$ cat config.mk
export PLATFORM = sky130hd
export DESIGN_NAME = lru_key_value_cache
export DESIGN_NICKNAME = d
export VERILOG_FILES = /design/src/hw/rtl/lkvc_pkg.sv /design/src/hw/rtl/lkvc_ram.sv /design/src/hw/rtl/lkvc_ctrl.sv /design/src/hw/rtl/lkvc_dp.sv /design/src/hw/rtl/lru_key_value_cache.sv
export SDC_FILE = /design/constraint.sdc
export NUM_CORES = 1
export LEC_CHECK = 0
export BUFFER_PORTS_ARGS = -buffer_cell sky130_fd_sc_hd__clkbuf_2
export CORE_ASPECT_RATIO = 0.75
export CORE_UTILIZATION = 40
export DETAILED_ROUTE_END_ITERATION = 7
export HOLD_SLACK_MARGIN = 0.15
export PLACE_DENSITY = 0.57
export RECOVER_POWER = 100
export SLEW_MARGIN = 20
export SYNTH_ARGS = -nofsm -noshare
export SYNTH_HDL_FRONTEND = slang
export SYNTH_SLANG_ARGS = --single-unit
$ cat constraint.sdc
create_clock -name clk -period 7.3 [get_ports clk]
set_input_delay 2.19 -clock clk [delete_from_list [all_inputs] [get_ports clk]]
set_output_delay 2.19 -clock clk [all_outputs]
set_load 0.005 [all_outputs]
$ cat src/hw/rtl/lkvc_pkg.sv
// Package for the LRU key-value cache: field widths, codes, reset values and
// the command/status structs between controller and datapath.
// No dependencies.
package lkvc_pkg;

	// Default number of entries
	localparam int CAPACITY_DEF = 8;

	// Field widths
	localparam int CFG_W      = 4;
	localparam int KEY_W      = 32;
	localparam int VAL_W      = 32;
	localparam int IN_DATA_W  = KEY_W + VAL_W;
	localparam int IN_USER_W  = 1;
	localparam int OUT_DATA_W = 72;

	// Capacity register reset value
	localparam logic [CFG_W-1:0] CAP_RESET = 4'd8;

	// Value returned by a get that misses
	localparam logic [VAL_W-1:0] MISS_VALUE = 32'hFFFF_FFFF;

	// Request kinds
	localparam logic ACT_GET = 1'b0;
	localparam logic ACT_SET = 1'b1;

	// Controller -> datapath commands
	typedef struct packed {
		logic load;      // capture request, restart index
		logic scan;      // lookup pass: read entry and rank at index
		logic update;    // rank pass: read rank at index, write back next cycle
		logic clr_idx;   // restart index between passes
		logic commit;    // write entry, valid, occupancy and load result
	} lkvc_cmd_t;

	// Datapath -> controller status
	typedef struct packed {
		logic idx_last;  // index points at the last entry
		logic out_free;  // result register can take a new result
	} lkvc_sts_t;

endpackage

$ cat src/hw/rtl/lkvc_ram.sv
// Generic simple dual-port RAM, one write and one registered read per cycle.
// No dependencies.
module lkvc_ram #(
	parameter int WIDTH = 32,
	parameter int DEPTH = 8
) (
	input  logic                     clk,
	input  logic                     we,
	input  logic [$clog2(DEPTH)-1:0] waddr,
	input  logic [WIDTH-1:0]         wdata,
	input  logic [$clog2(DEPTH)-1:0] raddr,
	output logic [WIDTH-1:0]         rdata
);

	logic [WIDTH-1:0] mem [DEPTH];

	// write port and registered read port
	always_ff @(posedge clk) begin
		if (we) begin
			mem[waddr] <= wdata;
		end
		rdata <= mem[raddr];
	end

endmodule

$ cat src/hw/rtl/lkvc_ctrl.sv
// Controller of the LRU key-value cache: sequences the lookup pass, the rank
// update pass and the commit. Depends on lkvc_pkg.
module lkvc_ctrl import lkvc_pkg::*; (
	input  logic      clk,
	input  logic      arst_n,
	input  logic      s_tvalid,
	output logic      s_tready,
	input  lkvc_sts_t sts,
	output lkvc_cmd_t cmd
);

	typedef enum logic [5:0] {
		ST_IDLE     = 6'b000001,
		ST_SCAN     = 6'b000010,
		ST_SCAN_END = 6'b000100,
		ST_UPDATE   = 6'b001000,
		ST_UPD_END  = 6'b010000,
		ST_COMMIT   = 6'b100000
	} state_t;

	state_t state_q, state_d;

	// next state and commands
	always_comb begin
		state_d = state_q;
		cmd     = '0;
		unique case (state_q)
			ST_IDLE: begin
				if (s_tvalid) begin
					cmd.load = 1'b1;
					state_d  = ST_SCAN;
				end
			end
			ST_SCAN: begin
				cmd.scan = 1'b1;
				if (sts.idx_last) begin
					state_d = ST_SCAN_END;
				end
			end
			ST_SCAN_END: begin
				// last lookup read lands this cycle
				cmd.clr_idx = 1'b1;
				state_d     = ST_UPDATE;
			end
			ST_UPDATE: begin
				cmd.update = 1'b1;
				if (sts.idx_last) begin
					state_d = ST_UPD_END;
				end
			end
			ST_UPD_END: begin
				// last rank write-back this cycle
				state_d = ST_COMMIT;
			end
			ST_COMMIT: begin
				if (sts.out_free) begin
					cmd.commit = 1'b1;
					state_d    = ST_IDLE;
				end
			end
			default: begin
				state_d = ST_IDLE;
			end
		endcase
	end

	assign s_tready = (state_q == ST_IDLE);

	always_ff @(posedge clk or negedge arst_n) begin
		if (!arst_n) begin
			state_q <= ST_IDLE;
		end else begin
			state_q <= state_d;
		end
	end

endmodule

$ cat src/hw/rtl/lkvc_dp.sv
// Datapath of the LRU key-value cache: entry and rank RAMs, valid bits,
// occupancy, capacity register, lookup results and the result register.
// Depends on lkvc_pkg and lkvc_ram.
module lkvc_dp import lkvc_pkg::*; #(
	parameter int CAPACITY = CAPACITY_DEF
) (
	input  logic                                clk,
	input  logic                                arst_n,
	input  lkvc_cmd_t                           cmd,
	output lkvc_sts_t                           sts,
	input  logic                                in_action,
	input  logic [KEY_W-1:0]                    in_key,
	input  logic [VAL_W-1:0]                    in_value,
	input  logic                                cfg_we,
	input  logic [CFG_W-1:0]                    cfg_wdata,
	input  logic                                m_tready,
	output logic                                m_tvalid,
	output logic [OUT_DATA_W-1:0]               m_tdata,
	output logic [CAPACITY-1:0]                 valid_bits,
	output logic [$clog2(CAPACITY+1)-1:0]       occupancy
);

	localparam int IW    = $clog2(CAPACITY);
	localparam int OW    = $clog2(CAPACITY + 1);
	localparam int CMP_W = (OW > CFG_W) ? OW : CFG_W;
	localparam int ENT_W = KEY_W + VAL_W;
	localparam int PAD_W = OUT_DATA_W - (2 + KEY_W + VAL_W);

	localparam logic [IW-1:0]    LAST_IDX = IW'(CAPACITY - 1);
	localparam logic [CMP_W-1:0] CAP_MAX  = CMP_W'(CAPACITY);

	// request and configuration
	logic                req_action_q;
	logic [KEY_W-1:0]    req_key_q;
	logic [VAL_W-1:0]    req_value_q;
	logic [CFG_W-1:0]    cap_q;

	// sequencing
	logic [IW-1:0]       idx_q;
	logic [IW-1:0]       idx_s1;
	logic                scan_s1;
	logic                upd_s1;

	// store state
	logic [CAPACITY-1:0] valid_q;
	logic [OW-1:0]       occ_q;

	// lookup pass results
	logic                hit_q;
	logic [IW-1:0]       hit_idx_q;
	logic [IW-1:0]       hit_rank_q;
	logic [VAL_W-1:0]    hit_val_q;
	logic                free_q;
	logic [IW-1:0]       free_idx_q;
	logic [IW-1:0]       lru_idx_q;
	logic [KEY_W-1:0]    lru_key_q;

	// result register
	logic                  out_valid_q;
	logic [OUT_DATA_W-1:0] out_data_q;

	// RAM ports
	logic [ENT_W-1:0]    ent_rdata;
	logic [IW-1:0]       rank_rdata;
	logic                ent_we;
	logic [IW-1:0]       rank_wdata;

	// derived
	logic [KEY_W-1:0]    ent_key;
	logic [VAL_W-1:0]    ent_val;
	logic [CMP_W-1:0]    cap_ext;
	logic [CMP_W-1:0]    eff_cap;
	logic                evict;
	logic [IW-1:0]       target;
	logic [OW-1:0]       occ_m1;
	logic [OW-1:0]       thresh;
	logic                rank_inc;
	logic [VAL_W-1:0]    read_value;
	logic [KEY_W-1:0]    evicted_key;

	assign ent_key = ent_rdata[KEY_W-1:0];
	assign ent_val = ent_rdata[ENT_W-1:KEY_W];

	// effective capacity: zero acts as one, clipped to CAPACITY
	assign cap_ext = CMP_W'(cap_q);
	always_comb begin
		priority if (cap_q == '0) begin
			eff_cap = CMP_W'(1);
		end else if (cap_ext > CAP_MAX) begin
			eff_cap = CAP_MAX;
		end else begin
			eff_cap = cap_ext;
		end
	end

	// decision after the lookup pass
	assign evict  = !hit_q && (CMP_W'(occ_q) >= eff_cap);
	assign occ_m1 = occ_q - OW'(1);
	always_comb begin
		priority if (hit_q) begin
			target = hit_idx_q;
		end else if (evict) begin
			target = lru_idx_q;
		end else begin
			target = free_idx_q;
		end
	end
	// entries more recent than this rank age by one
	assign thresh = hit_q ? OW'(hit_rank_q) : occ_q;

	// rank write-back
	assign rank_inc = valid_q[idx_s1] && (idx_s1 != target) && (OW'(rank_rdata) < thresh);
	always_comb begin
		priority if (idx_s1 == target) begin
			rank_wdata = '0;
		end else if (rank_inc) begin
			rank_wdata = rank_rdata + IW'(1);
		end else begin
			rank_wdata = rank_rdata;
		end
	end

	// entry write on miss or on set
	assign ent_we = cmd.commit && (!hit_q || (req_action_q == ACT_SET));

	lkvc_ram #(
		.WIDTH (ENT_W),
		.DEPTH (CAPACITY)
	) u_ent_ram (
		.clk   (clk),
		.we    (ent_we),
		.waddr (target),
		.wdata ({req_value_q, req_key_q}),
		.raddr (idx_q),
		.rdata (ent_rdata)
	);

	lkvc_ram #(
		.WIDTH (IW),
		.DEPTH (CAPACITY)
	) u_rank_ram (
		.clk   (clk),
		.we    (upd_s1),
		.waddr (idx_s1),
		.wdata (rank_wdata),
		.raddr (idx_q),
		.rdata (rank_rdata)
	);

	// request capture
	always_ff @(posedge clk) begin
		if (cmd.load) begin
			req_action_q <= in_action;
			req_key_q    <= in_key;
			req_value_q  <= in_value;
		end
	end

	// capacity register
	always_ff @(posedge clk or negedge arst_n) begin
		if (!arst_n) begin
			cap_q <= CAP_RESET;
		end else if (cfg_we) begin
			cap_q <= cfg_wdata;
		end
	end

	// index counter and read pipeline
	always_ff @(posedge clk or negedge arst_n) begin
		if (!arst_n) begin
			idx_q   <= '0;
			scan_s1 <= 1'b0;
			upd_s1  <= 1'b0;
		end else begin
			scan_s1 <= cmd.scan;
			upd_s1  <= cmd.update;
			if (cmd.load || cmd.clr_idx) begin
				idx_q <= '0;
			end else if (cmd.scan || cmd.update) begin
				idx_q <= idx_q + IW'(1);
			end
		end
	end

	always_ff @(posedge clk) begin
		idx_s1 <= idx_q;
	end

	// lookup pass flags
	always_ff @(posedge clk or negedge arst_n) begin
		if (!arst_n) begin
			hit_q  <= 1'b0;
			free_q <= 1'b0;
		end else if (cmd.load) begin
			hit_q  <= 1'b0;
			free_q <= 1'b0;
		end else if (scan_s1) begin
			if (valid_q[idx_s1] && (ent_key == req_key_q)) begin
				hit_q <= 1'b1;
			end
			if (!valid_q[idx_s1]) begin
				free_q <= 1'b1;
			end
		end
	end

	// lookup pass payload: first hit, first free slot, least recent entry
	always_ff @(posedge clk) begin
		if (scan_s1) begin
			if (valid_q[idx_s1] && (ent_key == req_key_q) && !hit_q) begin
				hit_idx_q  <= idx_s1;
				hit_rank_q <= rank_rdata;
				hit_val_q  <= ent_val;
			end
			if (!valid_q[idx_s1] && !free_q) begin
				free_idx_q <= idx_s1;
			end
			if (valid_q[idx_s1] && (OW'(rank_rdata) == occ_m1)) begin
				lru_idx_q <= idx_s1;
				lru_key_q <= ent_key;
			end
		end
	end

	// valid bits and occupancy
	always_ff @(posedge clk or negedge arst_n) begin
		if (!arst_n) begin
			valid_q <= '0;
			occ_q   <= '0;
		end else if (cmd.commit && !hit_q) begin
			valid_q[target] <= 1'b1;
			if (!evict) begin
				occ_q <= occ_q + OW'(1);
			end
		end
	end

	// result fields
	always_comb begin
		priority if (req_action_q == ACT_SET) begin
			read_value = req_value_q;
		end else if (hit_q) begin
			read_value = hit_val_q;
		end else begin
			read_value = MISS_VALUE;
		end
	end
	assign evicted_key = evict ? lru_key_q : '0;

	// result register
	always_ff @(posedge clk or negedge arst_n) begin
		if (!arst_n) begin
			out_valid_q <= 1'b0;
		end else if (cmd.commit) begin
			out_valid_q <= 1'b1;
		end else if (m_tready) begin
			out_valid_q <= 1'b0;
		end
	end

	always_ff @(posedge clk) begin
		if (cmd.commit) begin
			out_data_q <= {{PAD_W{1'b0}}, evicted_key, evict, read_value, hit_q};
		end
	end

	assign m_tvalid     = out_valid_q;
	assign m_tdata      = out_data_q;
	assign sts.idx_last = (idx_q == LAST_IDX);
	assign sts.out_free = !out_valid_q || m_tready;
	assign valid_bits   = valid_q;
	assign occupancy    = occ_q;

endmodule

$ cat src/hw/rtl/lru_key_value_cache.sv
// Top level of the LRU key-value cache: controller plus datapath.
// Depends on lkvc_pkg, lkvc_ctrl and lkvc_dp (which holds lkvc_ram).

// Fully associative key-value cache of CAPACITY entries with least-recently-used
// replacement. Each request (get or set) gives exactly one result. A request is
// taken only when the block is idle; it then walks the entry RAM once to look up
// the key and find the free and least recent slots, and walks the recency RAM
// once more to age the ranks, so a new request is taken only after the last one
// has committed; both walks go through the single read port of those RAMs.
// A finished result sits in an output register, so a stalled result side only
// holds up the commit of the next request. The store is empty after reset; no
// clearing pass is needed. Write capacity_in_use only while no request is open.
module lru_key_value_cache import lkvc_pkg::*; #(
	parameter int CAPACITY = CAPACITY_DEF
) (
	input  logic                  clk,
	input  logic                  arst_n,
	// request channel
	input  logic                  s_tvalid,
	output logic                  s_tready,
	input  logic [IN_DATA_W-1:0]  s_tdata,   // [31:0] key, [63:32] value
	input  logic [IN_USER_W-1:0]  s_tuser,   // [0] action (0 get, 1 set)
	// result channel
	output logic                  m_tvalid,
	input  logic                  m_tready,
	output logic [OUT_DATA_W-1:0] m_tdata,   // [0] found, [32:1] read_value,
	                                         // [33] evicted, [65:34] evicted_key,
	                                         // [71:66] zero
	// capacity_in_use register
	input  logic                  cfg_we,
	input  logic [CFG_W-1:0]      cfg_wdata
);

	localparam int OW = $clog2(CAPACITY + 1);

	lkvc_cmd_t           cmd;
	lkvc_sts_t           sts;
	logic [CAPACITY-1:0] valid_bits;
	logic [OW-1:0]       occupancy;

	lkvc_ctrl u_ctrl (
		.clk      (clk),
		.arst_n   (arst_n),
		.s_tvalid (s_tvalid),
		.s_tready (s_tready),
		.sts      (sts),
		.cmd      (cmd)
	);

	lkvc_dp #(
		.CAPACITY (CAPACITY)
	) u_dp (
		.clk        (clk),
		.arst_n     (arst_n),
		.cmd        (cmd),
		.sts        (sts),
		.in_action  (s_tuser[0]),
		.in_key     (s_tdata[KEY_W-1:0]),
		.in_value   (s_tdata[IN_DATA_W-1:KEY_W]),
		.cfg_we     (cfg_we),
		.cfg_wdata  (cfg_wdata),
		.m_tready   (m_tready),
		.m_tvalid   (m_tvalid),
		.m_tdata    (m_tdata),
		.valid_bits (valid_bits),
		.occupancy  (occupancy)
	);

	// occupancy tracks the number of valid entries
	a_occ_matches_valid: assert property (@(posedge clk) disable iff (!arst_n)
		$countones(valid_bits) == int'(occupancy))
		else $error("occupancy does not match valid entries");

	// occupancy never exceeds the store size
	a_occ_bound: assert property (@(posedge clk) disable iff (!arst_n)
		int'(occupancy) <= CAPACITY)
		else $error("occupancy above capacity");

	// a taken request keeps the block busy the next cycle
	a_busy_after_accept: assert property (@(posedge clk) disable iff (!arst_n)
		s_tvalid && s_tready |=> !s_tready)
		else $error("request accepted on back-to-back cycles");

endmodule
==> metrics.cfg <==
[clocking]
cts_tree = done
cts_sinks = 843
numCtsBuffers = 82
cts_setup_buffers = 0
root_buffer = clkbuf_16
postCtsResizedCells = 0
cts_max_path_buffers = 3
insertion_delay_ns = 0.63
htreeDepth = 3
hold_buffers = 0
path_clk_slew_ns = 0.07

[global_route]
grt_max_degree = 65
grt_pass1_vias = 14800
gr-total-overflow = 0
antenna_found_initial = 3
track_usage_pct = 16.3
grt_pass1_wl_um = 94100

[run_status]
status = complete, but fails checks
failed_checks = capacitance limit, slew limit

[detailed_routing]
drt-met1-wl_um = 29600
dr.pass1.iters = 7
dr.first_iter.drc_count = 1121
vias = 13900
antenna_left = 0
wl_met2_um = 29200
dr_wl_met3_um = 2970
wl_per_cell_um = 22.9
viasPerCell = 5.08
drc_errors = 0
highest_layer = met4
wl_um = 62800

[sta]
fmax_ghz = 0.181
fin_crit_sh_pct = 75.7
whs_ns = 0.401
tightestPinTransition_ns = 3.32
slew_violations = 741
skew_ns = 0.0248
finalWorstSetupSlack_ns = 1.78
setup_violations = 0
rsz0062_at_grt = no
setup_tns_ns = 0
max-slew-margin-rel_pct = -121
hold_viol_final = 0
min_period_ns = 5.52

[power]
leakagePower_uw = 0.0115
p_per_area_mw_per_mm2 = 357
peakVddDrop_mv = 0.223
total_power_uw = 12600

[placed_design]
io_buffers = 141
dp_slack_ns = 2.68
hpwl_um = 35700
globalplace.congestion = 0.744

[min_path]
min_path_type = register to register

[finish]
layout.nets = 1736
area_growth_pct = 15.2
drive_above_1_share_pct = 26.4
nFillCells = 6380

[synth]
ys_ff_latch = 843
synthTopCellsByArea = edfxtp_1 (73%), mux4_2 (10%), dfxtp_1 (4.6%), mux2_2 (2.6%), dfrtp_1 (2.3%)
synth-edff-count = 743
synth_area_leader_cell = edfxtp_1
yosysTopAreaCellShare_pct = 72.6
yosysSeqAreaShare_pct = 79.6
ys_types = 55
synth_most_common_cell = edfxtp_1
synthFlopType = edfxtp_1
syn_area_mm2 = 0.0307
ys_warn_count = 0
avgSynthCellArea_um2 = 21.1
ys_async_sr_fraction_pct = 3.56
yosys-top-cells-count = edfxtp_1 (743), mux4_2 (136), mux2_2 (71)
synthCells = 1457

[floorplan]
initial_core_util_pct = 40.7
dieArea_mm2 = 0.0779
rows = 87
dieHeight_um = 242
io_pins = 148
fp.coreArea_mm2 = 0.0755
die_w_um = 322

[critical_path]
required_ns = 7.58
start_kind = register
crit_path_top_delay_cell = nor2_1
critPathCaptureType = register
crit_type = register to register
slowest_delay_ns = 2.08
worst_ep_arrival_time_ns = 5.80
critical_path.cell_chain = buf_4 -> nand2b_1 -> nand3b_1 -> nor2_1 -> buf_12
worst-path-max-fanout = 43

[job]
drv_cap = 23

==> registers in the layout, indices dropped and copies added, names as in the netlist, 4 cells and up <==
register,cells
u_dp.cap_ext,4
u_dp.m_tdata,66
u_dp.req_value_q,32
u_dp.u_ent_ram.rdata,64
u_dp.hit_val_q,32
u_dp.lru_key_q,32
u_dp.req_key_q,32
u_dp.u_ent_ram.mem,512
u_dp.valid_bits,8
u_ctrl.state_q,6
u_dp.occupancy,4
u_dp.u_rank_ram.mem,24
==> metrics by stage <==
| step | instances | instance area [um^2] | util [%] |
|---|---|---|---|
| 6_report | 2744 | 35400 | 46.8 |
| 5_1_grt | 2743 | 35400 | 46.8 |
| 4_1_cts | 2741 | 35500 | 47.1 |
| 3_5_place_dp | 2588 | 32800 | 43.4 |
| 3_3_place_gp | 2588 | 32800 | 43.4 |
| 2_1_floorplan | 1462 | 30800 | - |
==> power breakdown <==
part           switching, uW  total [uW]  internal, uW
clock                   1790        4350          2550
sequential               450        6420          5970
combinational            949        1850           903
==> area by class of cell <==
cell class,count,area (um^2),share of cell area (%)
timing repair buffer,167,853,2.41
sequential,843,24500,69.1
tap,1023,1280,3.62
clock buffer,105,2220,6.27
inverter,42,159,0.449
multi-input combinational,515,5840,16.5
clock inverter,48,567,1.60
antenna,1,2.50,0.00707
==> layout by cell type, fill, tap and decap left out, drive strengths merged, types with 11 or more instances in the layout <==
master / count
ha: 11
clkinv: 29
clkbuf: 259
dfrtp: 28
dfxtp: 70
buf: 13
nor2: 63
a21oi: 38
inv: 44
edfxtp: 743
mux2: 71
nand2b: 13
mux4: 136
and2: 32
nand2: 13
xor2: 35
bufinv: 11
==> per-layer routing <==
layer | GRT usage (%) | up-vias
met5 | 0 | -
met4 | 4.27 | 0
met1 | 24.0 | 7330
met3 | 2.68 | 87
li1 | - | 6184
met2 | 25.1 | 332
==> final timing paths <==
kind / from / endpoint / slack [ns] / depth (start not counted)
worst max-delay path: u_dp.req_action_q$_DFFE_PP_ / u_dp.u_ent_ram.mem[0][61]$_DFFE_PP_ / 1.78 / 5
worst min-delay path: u_dp.u_ent_ram.rdata[54]$_DFF_P_ / u_dp.hit_val_q[22]$_DFFE_PP_ / 0.40 / 0
worst max register to register: u_dp.req_action_q$_DFFE_PP_ / u_dp.u_ent_ram.mem[0][61]$_DFFE_PP_ / 1.78 / 5
worst min register to register: u_dp.u_ent_ram.rdata[54]$_DFF_P_ / u_dp.hit_val_q[22]$_DFFE_PP_ / 0.40 / 0
max in group asynchronous: arst_n / u_dp.free_q$_DFFE_PN0P_ / 4.35 / 1
min in group asynchronous: arst_n / u_ctrl.state_q[3]$_DFFE_PN0P_ / 1.98 / 1
==> kinds of logic after synthesis <==
logic type	after synthesis	synth area share (%)
AO/OA/AOI/OAI	75	1.57
buffers and inverters	104	1.45
adder cells (fa/ha/maj)	11	0.448
AND/OR/NAND/NOR	166	2.86
multiplexers	214	12.8
other	1	0.0122
XOR/XNOR	43	1.23
flip-flops	843	79.6
==> worst max-delay path: cells and delay by family, from the launching register on <==
| kind | cells | cell delay [ns] |
|---|---|---|
| buffers and inverters | 2 | 0.77 |
| and+or+nand+nor | 3 | 4.00 |
| DFF | 1 | 0.33 |
(Power assumes the default switching activity.)
